`config.mk`:
```
export PLATFORM = sky130hd
export DESIGN_NAME = s88_feedback_bus_master
export DESIGN_NICKNAME = d
export VERILOG_FILES = /design/src/hw/rtl/fbm_pkg.sv /design/src/hw/rtl/s88_feedback_bus_master.sv /design/src/hw/rtl/fbm_step.sv
export SDC_FILE = /design/constraint.sdc
export NUM_CORES = 1
export LEC_CHECK = 0
export BUFFER_PORTS_ARGS = -buffer_cell sky130_fd_sc_hd__buf_4
export CAP_MARGIN = 20
export CELL_PAD_IN_SITES_DETAIL_PLACEMENT = 1
export CELL_PAD_IN_SITES_GLOBAL_PLACEMENT = 1
export CORE_MARGIN = 8
export CORE_UTILIZATION = 32
export DETAILED_ROUTE_END_ITERATION = 10
export PLACE_DENSITY = 0.62
export SLEW_MARGIN = 5
export SYNTH_ARGS = -nofsm -noshare
export SYNTH_HDL_FRONTEND = slang
export SYNTH_SLANG_ARGS = --single-unit
```
`constraint.sdc`:
```
create_clock -name aclk -period 4.65 [get_ports aclk]
set_input_delay 0.93 -clock aclk [delete_from_list [all_inputs] [get_ports aclk]]
set_output_delay 0.93 -clock aclk [all_outputs]
set_load 0.01 [all_outputs]
```
`src/hw/rtl/fbm_pkg.sv`:
```
// Package for the S88 feedback bus master: bus constants, phase codes,
// opcodes and the state/result structs shared by the step logic and top.
// No dependencies.
package fbm_pkg;

    localparam int NUM_BUSES   = 4;
    localparam int MAX_SENSORS = 512;

    localparam int CNT_W   = 10;
    localparam int TICK_W  = 16;
    localparam int LANES   = 4;
    localparam int IDX_W   = 9;
    localparam int CFG_W   = 16;
    localparam int CFG_A_W = 3;

    localparam logic [TICK_W-1:0] DEFAULT_PULSE = 16'd50;
    localparam logic [TICK_W-1:0] DEFAULT_READ  = 16'd25;

    localparam logic OP_TICK  = 1'b0;
    localparam logic OP_START = 1'b1;

    localparam logic [CFG_A_W-1:0] REG_COUNT_0 = 3'd0;
    localparam logic [CFG_A_W-1:0] REG_COUNT_1 = 3'd1;
    localparam logic [CFG_A_W-1:0] REG_COUNT_2 = 3'd2;
    localparam logic [CFG_A_W-1:0] REG_COUNT_3 = 3'd3;
    localparam logic [CFG_A_W-1:0] REG_PULSE   = 3'd4;
    localparam logic [CFG_A_W-1:0] REG_READ    = 3'd5;

    typedef enum logic [3:0] {
        PH_IDLE       = 4'd0,
        PH_LOAD_PRE   = 4'd1,
        PH_CLK_HI     = 4'd2,
        PH_PRE_RESET  = 4'd3,
        PH_RESET_HI   = 4'd4,
        PH_POST_RESET = 4'd5,
        PH_READ_WAIT  = 4'd6,
        PH_SLOT_HI    = 4'd7,
        PH_SLOT_LO    = 4'd8
    } phase_t;

    typedef struct packed {
        phase_t              phase;
        logic [TICK_W-1:0]   tick_count;
        logic [CNT_W-1:0]    bit_index;
        logic                any_more;
    } fbm_state_t;

    typedef struct packed {
        logic             clock_level;
        logic             load_level;
        logic             reset_level;
        logic             busy_res;
        logic             sample_valid;
        logic [IDX_W-1:0] sample_index;
        logic [LANES-1:0] sample_levels;
        logic [LANES-1:0] sample_mask;
        logic             poll_done;
    } fbm_result_t;

endpackage

```
`src/hw/rtl/s88_feedback_bus_master.sv`:
```
// S88 feedback bus master, top level: input register, sequencer state,
// configuration registers and result register. Depends on fbm_pkg, fbm_step.
//
// Each input word is one microsecond tick (opcode 0) or a start command
// (opcode 1) and produces exactly one result word with the clock, load and
// reset line levels after that word, the busy flag, any data sample taken
// and the end-of-poll pulse. A word is held in the input register and is
// then resolved combinationally into the result register, so one word per
// clock is sustained while the result side accepts, and a result is offered
// once its word has passed the input and result registers; the input stalls
// only while both registers hold a word and the result is not taken. The
// rate is set by the sequencer state update. Registers 0..3 hold the sensor
// counts of buses 0..3, 4 the pulse time and 5 the read time in ticks (zero
// acts as one); write them only while no word is in flight. A write during a
// poll applies to the phases and slots that follow it.
module s88_feedback_bus_master (
    input  logic                          aclk,
    input  logic                          aresetn,
    input  logic                          s_valid,
    output logic                          s_ready,
    input  logic                          s_opcode,
    input  logic [3:0]                    s_data_levels,
    output logic                          m_valid,
    input  logic                          m_ready,
    output logic                          m_clock_level,
    output logic                          m_load_level,
    output logic                          m_reset_level,
    output logic                          m_busy_res,
    output logic                          m_sample_valid,
    output logic [8:0]                    m_sample_index,
    output logic [3:0]                    m_sample_levels,
    output logic [3:0]                    m_sample_mask,
    output logic                          m_poll_done,
    input  logic                          cfg_we,
    input  logic [fbm_pkg::CFG_A_W-1:0]   cfg_index,
    input  logic [fbm_pkg::CFG_W-1:0]     cfg_wdata
);

    logic                                          in_valid_reg;
    logic                                          opcode_reg;
    logic [fbm_pkg::LANES-1:0]                     data_reg;
    logic                                          out_valid_reg;
    fbm_pkg::fbm_result_t                          result_reg;
    fbm_pkg::fbm_state_t                           state_reg;
    fbm_pkg::fbm_state_t                           state_next;
    fbm_pkg::fbm_result_t                          result_next;
    logic [fbm_pkg::LANES-1:0][fbm_pkg::CNT_W-1:0] count_reg;
    logic [fbm_pkg::TICK_W-1:0]                    pulse_reg;
    logic [fbm_pkg::TICK_W-1:0]                    read_reg;
    logic                                          advance;

    assign advance = in_valid_reg && (!out_valid_reg || m_ready);
    assign s_ready = !in_valid_reg || advance;

    fbm_step u_step (
        .cur         (state_reg),
        .opcode      (opcode_reg),
        .data_levels (data_reg),
        .counts      (count_reg),
        .pulse_ticks (pulse_reg),
        .read_ticks  (read_reg),
        .nxt         (state_next),
        .res         (result_next)
    );

    always_ff @(posedge aclk) begin
        if (!aresetn) begin
            in_valid_reg  <= 1'b0;
            out_valid_reg <= 1'b0;
            state_reg     <= '{phase: fbm_pkg::PH_IDLE, tick_count: '0,
                               bit_index: '0, any_more: 1'b0};
            count_reg     <= '0;
            pulse_reg     <= fbm_pkg::DEFAULT_PULSE;
            read_reg      <= fbm_pkg::DEFAULT_READ;
        end else begin
            if (s_ready) begin
                in_valid_reg <= s_valid;
            end
            if (advance) begin
                out_valid_reg <= 1'b1;
                state_reg     <= state_next;
            end else if (m_ready) begin
                out_valid_reg <= 1'b0;
            end
            if (cfg_we) begin
                unique case (cfg_index)
                    fbm_pkg::REG_COUNT_0: count_reg[0] <= cfg_wdata[fbm_pkg::CNT_W-1:0];
                    fbm_pkg::REG_COUNT_1: count_reg[1] <= cfg_wdata[fbm_pkg::CNT_W-1:0];
                    fbm_pkg::REG_COUNT_2: count_reg[2] <= cfg_wdata[fbm_pkg::CNT_W-1:0];
                    fbm_pkg::REG_COUNT_3: count_reg[3] <= cfg_wdata[fbm_pkg::CNT_W-1:0];
                    fbm_pkg::REG_PULSE:   pulse_reg    <= cfg_wdata;
                    fbm_pkg::REG_READ:    read_reg     <= cfg_wdata;
                    default: ;
                endcase
            end
        end
    end

    always_ff @(posedge aclk) begin
        if (s_ready && s_valid) begin
            opcode_reg <= s_opcode;
            data_reg   <= s_data_levels;
        end
        if (advance) begin
            result_reg <= result_next;
        end
    end

    assign m_valid         = out_valid_reg;
    assign m_clock_level   = result_reg.clock_level;
    assign m_load_level    = result_reg.load_level;
    assign m_reset_level   = result_reg.reset_level;
    assign m_busy_res      = result_reg.busy_res;
    assign m_sample_valid  = result_reg.sample_valid;
    assign m_sample_index  = result_reg.sample_index;
    assign m_sample_levels = result_reg.sample_levels;
    assign m_sample_mask   = result_reg.sample_mask;
    assign m_poll_done     = result_reg.poll_done;

`ifndef ASSERT_OFF
    a_idle_index_clear: assert property (@(posedge aclk) disable iff (!aresetn)
        state_reg.phase == fbm_pkg::PH_IDLE |-> state_reg.bit_index == '0)
        else $error("bit index not cleared while idle");

    a_done_not_busy: assert property (@(posedge aclk) disable iff (!aresetn)
        m_valid && m_poll_done |-> !m_busy_res && !m_clock_level)
        else $error("poll done while still busy");

    a_reset_under_load: assert property (@(posedge aclk) disable iff (!aresetn)
        m_valid && m_reset_level |-> m_load_level && m_busy_res)
        else $error("reset line high outside load window");

    a_levels_masked: assert property (@(posedge aclk) disable iff (!aresetn)
        m_valid |-> (m_sample_levels & ~m_sample_mask) == '0 &&
                    (m_sample_valid == (m_sample_mask != '0)))
        else $error("sample levels outside mask");

    a_advance_sets_valid: assert property (@(posedge aclk) disable iff (!aresetn)
        advance |=> m_valid)
        else $error("result lost after advance");
`endif

endmodule

```
`src/hw/rtl/fbm_step.sv`:
```
// Next-state and result logic for one tick or start word of the bus master.
// Depends on fbm_pkg.
module fbm_step (
    input  fbm_pkg::fbm_state_t                          cur,
    input  logic                                         opcode,
    input  logic [fbm_pkg::LANES-1:0]                    data_levels,
    input  logic [fbm_pkg::LANES-1:0][fbm_pkg::CNT_W-1:0] counts,
    input  logic [fbm_pkg::TICK_W-1:0]                   pulse_ticks,
    input  logic [fbm_pkg::TICK_W-1:0]                   read_ticks,
    output fbm_pkg::fbm_state_t                          nxt,
    output fbm_pkg::fbm_result_t                         res
);

    logic [fbm_pkg::TICK_W-1:0] tick_inc;
    logic [fbm_pkg::TICK_W-1:0] dur_pulse;
    logic [fbm_pkg::TICK_W-1:0] dur_read;
    logic [fbm_pkg::TICK_W-1:0] dur;
    logic [fbm_pkg::LANES-1:0]  mask;

    assign dur_pulse = (pulse_ticks == '0) ? fbm_pkg::TICK_W'(1) : pulse_ticks;
    assign dur_read  = (read_ticks == '0) ? fbm_pkg::TICK_W'(1) : read_ticks;
    assign dur       = (cur.phase == fbm_pkg::PH_READ_WAIT ||
                        cur.phase == fbm_pkg::PH_SLOT_LO) ? dur_read : dur_pulse;
    assign tick_inc  = cur.tick_count + fbm_pkg::TICK_W'(1);

    // buses with a sensor at the current bit position
    always_comb begin
        logic [31:0] c;
        mask = '0;
        for (int b = 0; b < fbm_pkg::LANES; b++) begin
            c = 32'(counts[b]);
            if (c > 32'(fbm_pkg::MAX_SENSORS)) begin
                c = 32'(fbm_pkg::MAX_SENSORS);
            end
            if (b < fbm_pkg::NUM_BUSES && 32'(cur.bit_index) < c) begin
                mask[b] = 1'b1;
            end
        end
    end

    always_comb begin
        nxt = cur;
        res = '0;
        if (opcode == fbm_pkg::OP_START) begin
            if (cur.phase == fbm_pkg::PH_IDLE) begin
                nxt.phase      = fbm_pkg::PH_LOAD_PRE;
                nxt.tick_count = '0;
                nxt.bit_index  = '0;
                nxt.any_more   = 1'b0;
            end
        end else if (cur.phase != fbm_pkg::PH_IDLE) begin
            nxt.tick_count = tick_inc;
            if (tick_inc >= dur) begin
                nxt.tick_count = '0;
                priority if (cur.phase == fbm_pkg::PH_SLOT_HI) begin
                    nxt.phase = fbm_pkg::PH_SLOT_LO;
                end else if (cur.phase == fbm_pkg::PH_SLOT_LO && !cur.any_more) begin
                    nxt.phase     = fbm_pkg::PH_IDLE;
                    nxt.bit_index = '0;
                    res.poll_done = 1'b1;
                end else if (cur.phase == fbm_pkg::PH_READ_WAIT ||
                             cur.phase == fbm_pkg::PH_SLOT_LO) begin
                    nxt.phase = fbm_pkg::PH_SLOT_HI;
                    if (mask != '0) begin
                        res.sample_valid  = 1'b1;
                        res.sample_index  = cur.bit_index[fbm_pkg::IDX_W-1:0];
                        res.sample_levels = data_levels & mask;
                        res.sample_mask   = mask;
                        nxt.bit_index     = cur.bit_index + fbm_pkg::CNT_W'(1);
                        nxt.any_more      = 1'b1;
                    end else begin
                        nxt.any_more = 1'b0;
                    end
                end else begin
                    unique case (cur.phase)
                        fbm_pkg::PH_LOAD_PRE:   nxt.phase = fbm_pkg::PH_CLK_HI;
                        fbm_pkg::PH_CLK_HI:     nxt.phase = fbm_pkg::PH_PRE_RESET;
                        fbm_pkg::PH_PRE_RESET:  nxt.phase = fbm_pkg::PH_RESET_HI;
                        fbm_pkg::PH_RESET_HI:   nxt.phase = fbm_pkg::PH_POST_RESET;
                        fbm_pkg::PH_POST_RESET: nxt.phase = fbm_pkg::PH_READ_WAIT;
                        default:                nxt.phase = fbm_pkg::PH_IDLE;
                    endcase
                end
            end
        end

        res.clock_level = (nxt.phase == fbm_pkg::PH_CLK_HI ||
                           nxt.phase == fbm_pkg::PH_SLOT_HI);
        res.load_level  = (nxt.phase == fbm_pkg::PH_LOAD_PRE ||
                           nxt.phase == fbm_pkg::PH_CLK_HI ||
                           nxt.phase == fbm_pkg::PH_PRE_RESET ||
                           nxt.phase == fbm_pkg::PH_RESET_HI ||
                           nxt.phase == fbm_pkg::PH_POST_RESET);
        res.reset_level = (nxt.phase == fbm_pkg::PH_RESET_HI);
        res.busy_res    = (nxt.phase != fbm_pkg::PH_IDLE);
    end

endmodule
```
==> impl_metrics.env <==
export IMPL_status="completed"
export IMPL_path_max_fanout=10
export IMPL_area_delta_synth_final_pct=18.46
export IMPL_nNetsFinal=983
export IMPL_cp_top_family="simple AND/OR/NAND/NOR gates"
export IMPL_worst_setup_path_type="flop to flop"
export IMPL_fin_tns_setup_ps=0
export IMPL_clk_latency_ps=420
export IMPL_grt_pass1_wl_um=34270
export IMPL_power_frac_clock=0.483
export IMPL_first_iter_violations=234
export IMPL_cp_arrival_ps=4450
export IMPL_wl_per_cell_um=17.64
export IMPL_multiInputGateArea_mm2=0.003944
export IMPL_hold_depth=2
export IMPL_path_depth=14
export IMPL_regToRegSetupSlack_ps=520
export IMPL_endpoint="state_reg[10]"
export IMPL_routed_wl_um=21050
export IMPL_hold_path_class="flop to flop"
export IMPL_synth_area_mm2=0.007091
export IMPL_fin_crit_sh=0.8878
export IMPL_final_area_mm2=0.008399
export IMPL_die_w_um=164.9
export IMPL_r2r_start="state_reg[11]"
export IMPL_synth_ff_type="dfxtp_1"
export IMPL_numCtsBuffers=17
export IMPL_cts_tree="done"
export IMPL_timing_hold_violations_final=0
export IMPL_synth_cells=856
export IMPL_antenna_found_initial=0
export IMPL_crit_path_max_incr_delay_ps=600
export IMPL_io_buffers=53
export IMPL_yosysUniqueCellTypes=62
export IMPL_worst_path_buf_inv=0
export IMPL_intPower_uw=2122
export IMPL_synth_area_leaders="dfxtp_1, edfxtp_1, nand2_1"
export IMPL_swShare=0.2487
export IMPL_cp_end_kind="flop"
export IMPL_worst_r2r_path_depth=14
export IMPL_grt_max_degree=52
export IMPL_antenna_cells=0
export IMPL_fp_row_count=54
export IMPL_drc=0
export IMPL_largest_reg_flops=40
export IMPL_crit_top_cell="ha_1"
export IMPL_vias=6205
export IMPL_rsz0062_at_grt="no"
export IMPL_slew_headroom=0.3268
export IMPL_synth_nets=939
export IMPL_switchingPower_uw=702.4
export IMPL_synth_most_common_cell="nand2_1"
export IMPL_htreeDepth=4
export IMPL_slowest_stage="or4b_4"
export IMPL_die_h_um=164.9
export IMPL_postSynth_asyncResetShare=0
export IMPL_crit_chain="ha_1 -> and3_1 -> nand4_1 -> or2_2 -> nor2_1 -> xor2_1 -> ha_1 -> nand2_1 -> o21ai_0 -> nor3_1 -> a21o_1 -> nor3_4 -> or4b_4 -> o32ai_1"
export IMPL_seq_area_mm2=0.002943
export IMPL_worstPathRequired_ps=4980
export IMPL_placement_cell_area_mm2=0.007794
export IMPL_dieArea_mm2=0.02718
export IMPL_synth_top_cell_area_share=0.2965
export IMPL_place_gp_congestion=0.7876
export IMPL_ys_warn_count=0
export IMPL_power_density_mw_per_mm2=336.3
export IMPL_synth_top_area_cell="dfxtp_1"
export IMPL_fin_skew_ps=10.56
export IMPL_r2r_end="state_reg[10]"
export IMPL_start_util=0.3259
export IMPL_period_minus_slack_ps=4128
export IMPL_filler_cell_count=2581
export IMPL_start_kind="flop"
export IMPL_crit_start="state_reg[11]"
export IMPL_max_freq_ghz=0.2422
export IMPL_drtPass1Iterations=4
export IMPL_yosys_top_cells_count="nand2_1, dfxtp_1, a21oi_1, ha_1, nor2_1"
export IMPL_clock_sinks=133
export IMPL_grt_overflow=0
export IMPL_io_pins=54
export IMPL_clockRootBuffer="clkbuf_16"
export IMPL_ant_nets=0
export IMPL_via_per_inst=5.201
export IMPL_synth_seq_area_share=0.4150
export IMPL_ys_ff_latch=133
export IMPL_pwr_share_seq=0.435
export IMPL_drive_above_1_share=0.1249
export IMPL_core_area_mm2=0.02176
export IMPL_grt_usage=0.1606
export IMPL_dp_hpwl_um=15020
export IMPL_clkTransAtPathRegs_ps=60
export IMPL_ir_drop_v=0.0002088
export IMPL_slew_viol_final=0
export IMPL_cap_viol_max_count=0
export IMPL_power_frac_comb=0.082
export IMPL_clk_path_buf_depth=2
export IMPL_worstMarginPinSlew_ps=1008
export IMPL_synth_edf_count=28
export IMPL_cts_hold_buf=0
export IMPL_cts_setup_buffers=0
export IMPL_first_global_vias=6341
export IMPL_setup_viol=0
export IMPL_p_leak_uw=0.003133
export IMPL_avgSynthCellArea_um2=8.283
==> metrics by stage <==
stage                     power [uW]  utilization  hold slack [ps]  cells  setup WS (ps)
after CTS                       2860       0.3859            477.0   1193          369.8
after global routing            2935       0.3861            495.4   1193          122.5
after global placement          1484       0.3577            458.0   1160          505.5
after floorplan                 1385            -            435.7    856          779.4
final                           2825       0.3861            475.3   1193          521.8
after detailed placement        1487       0.3582            468.0   1161          384.3
==> kinds of logic (layout without fill, tap and decap cells) <==
family | Yosys count | count (layout) | synth area share
buffers and inverters | 54 | 111 | 0.03000
AND/OR/NAND/NOR | 397 | 397 | 0.2590
multiplexers | 16 | 16 | 0.02276
adder cells (fa/ha/maj) | 54 | 54 | 0.09529
AO/OA/AOI/OAI | 186 | 186 | 0.1581
XOR/XNOR | 16 | 16 | 0.01976
flip-flops | 133 | 133 | 0.4150
==> worst min path at each step <==
| stage | startpoint | endpoint | slack, ps |
|---|---|---|---|
| floorplan | pulse_reg[0] | pulse_reg[0] | 440 |
| global placement | pulse_reg[0] | pulse_reg[0] | 460 |
| detailed placement | pulse_reg[0] | pulse_reg[0] | 470 |
| CTS | count_reg[11] | count_reg[11] | 480 |
| global route | count_reg[11] | count_reg[11] | 500 |
| finish | count_reg[11] | count_reg[11] | 480 |
==> per-layer routing <==
layer	vias up	GRT usage	wire, um
met3	9	0.02991	1009
met4	0	0.04791	188
met5	-	0	0
met2	86	0.2509	9141
li1	3137	-	-
met1	2973	0.2209	10710
==> worst register-to-register path, cell delays in order (launching register included) <==
cell and delay [ps]:
dfxtp_1 430, ha_1 260, and3_1 310, nand4_1 210, or2_2 380, nor2_1 140
xor2_1 90, ha_1 280, nand2_1 50, o21ai_0 210, nor3_1 160, a21o_1 270
nor3_4 360, or4b_4 600, o32ai_1 300
==> final cells by class <==
type / instances / area share
Sequential cell: 133 / 0.3504
Multi-Input combinational cell: 669 / 0.4695
Inverter: 13 / 0.005810
Timing Repair Buffer: 66 / 0.06093
Clock buffer: 23 / 0.06063
Tap cell: 280 / 0.04171
Clock inverter: 9 / 0.01102
==> cells in the final DEF (no fill, tap or decap), types with 6 or more instances in the layout <==
cell and instances:
nand2_1 219, dfxtp_1 105, a21oi_1 99, buf_4 64, ha_1 54, nor2_1 49
edfxtp_1 28, o21ai_0 22, nand3_1 21, clkbuf_16 18, and2_1 17, mux2i_1 15
nor3_1 15, nor4_1 14, inv_1 11, xor2_1 9, a2111oi_0 9, and3_1 8
or3_1 8, xnor2_1 7, nand3b_1 7, o22ai_1 7, a211oi_1 6, a22oi_1 6
==> power groups by stage <==
| stage | Sequential (uW) | Combinational (uW) | Clock [uW] |
|---|---|---|---|
| 6_report | 1230 | 231 | 1370 |
| 3_5_place_dp | 1250 | 233 | 0 |
| 5_1_grt | 1230 | 259 | 1440 |
| 4_1_cts | 1230 | 235 | 1400 |
| 3_3_place_gp | 1250 | 231 | 0 |
| 2_1_floorplan | 1250 | 136 | 0 |
==> timing repair <==
action,in CTS,in global routing
hold endpoints to repair,0,0
resized for setup,0,1
setup endpoints to repair,0,1
No activity file was read; power rests on OpenSTA's default activity.
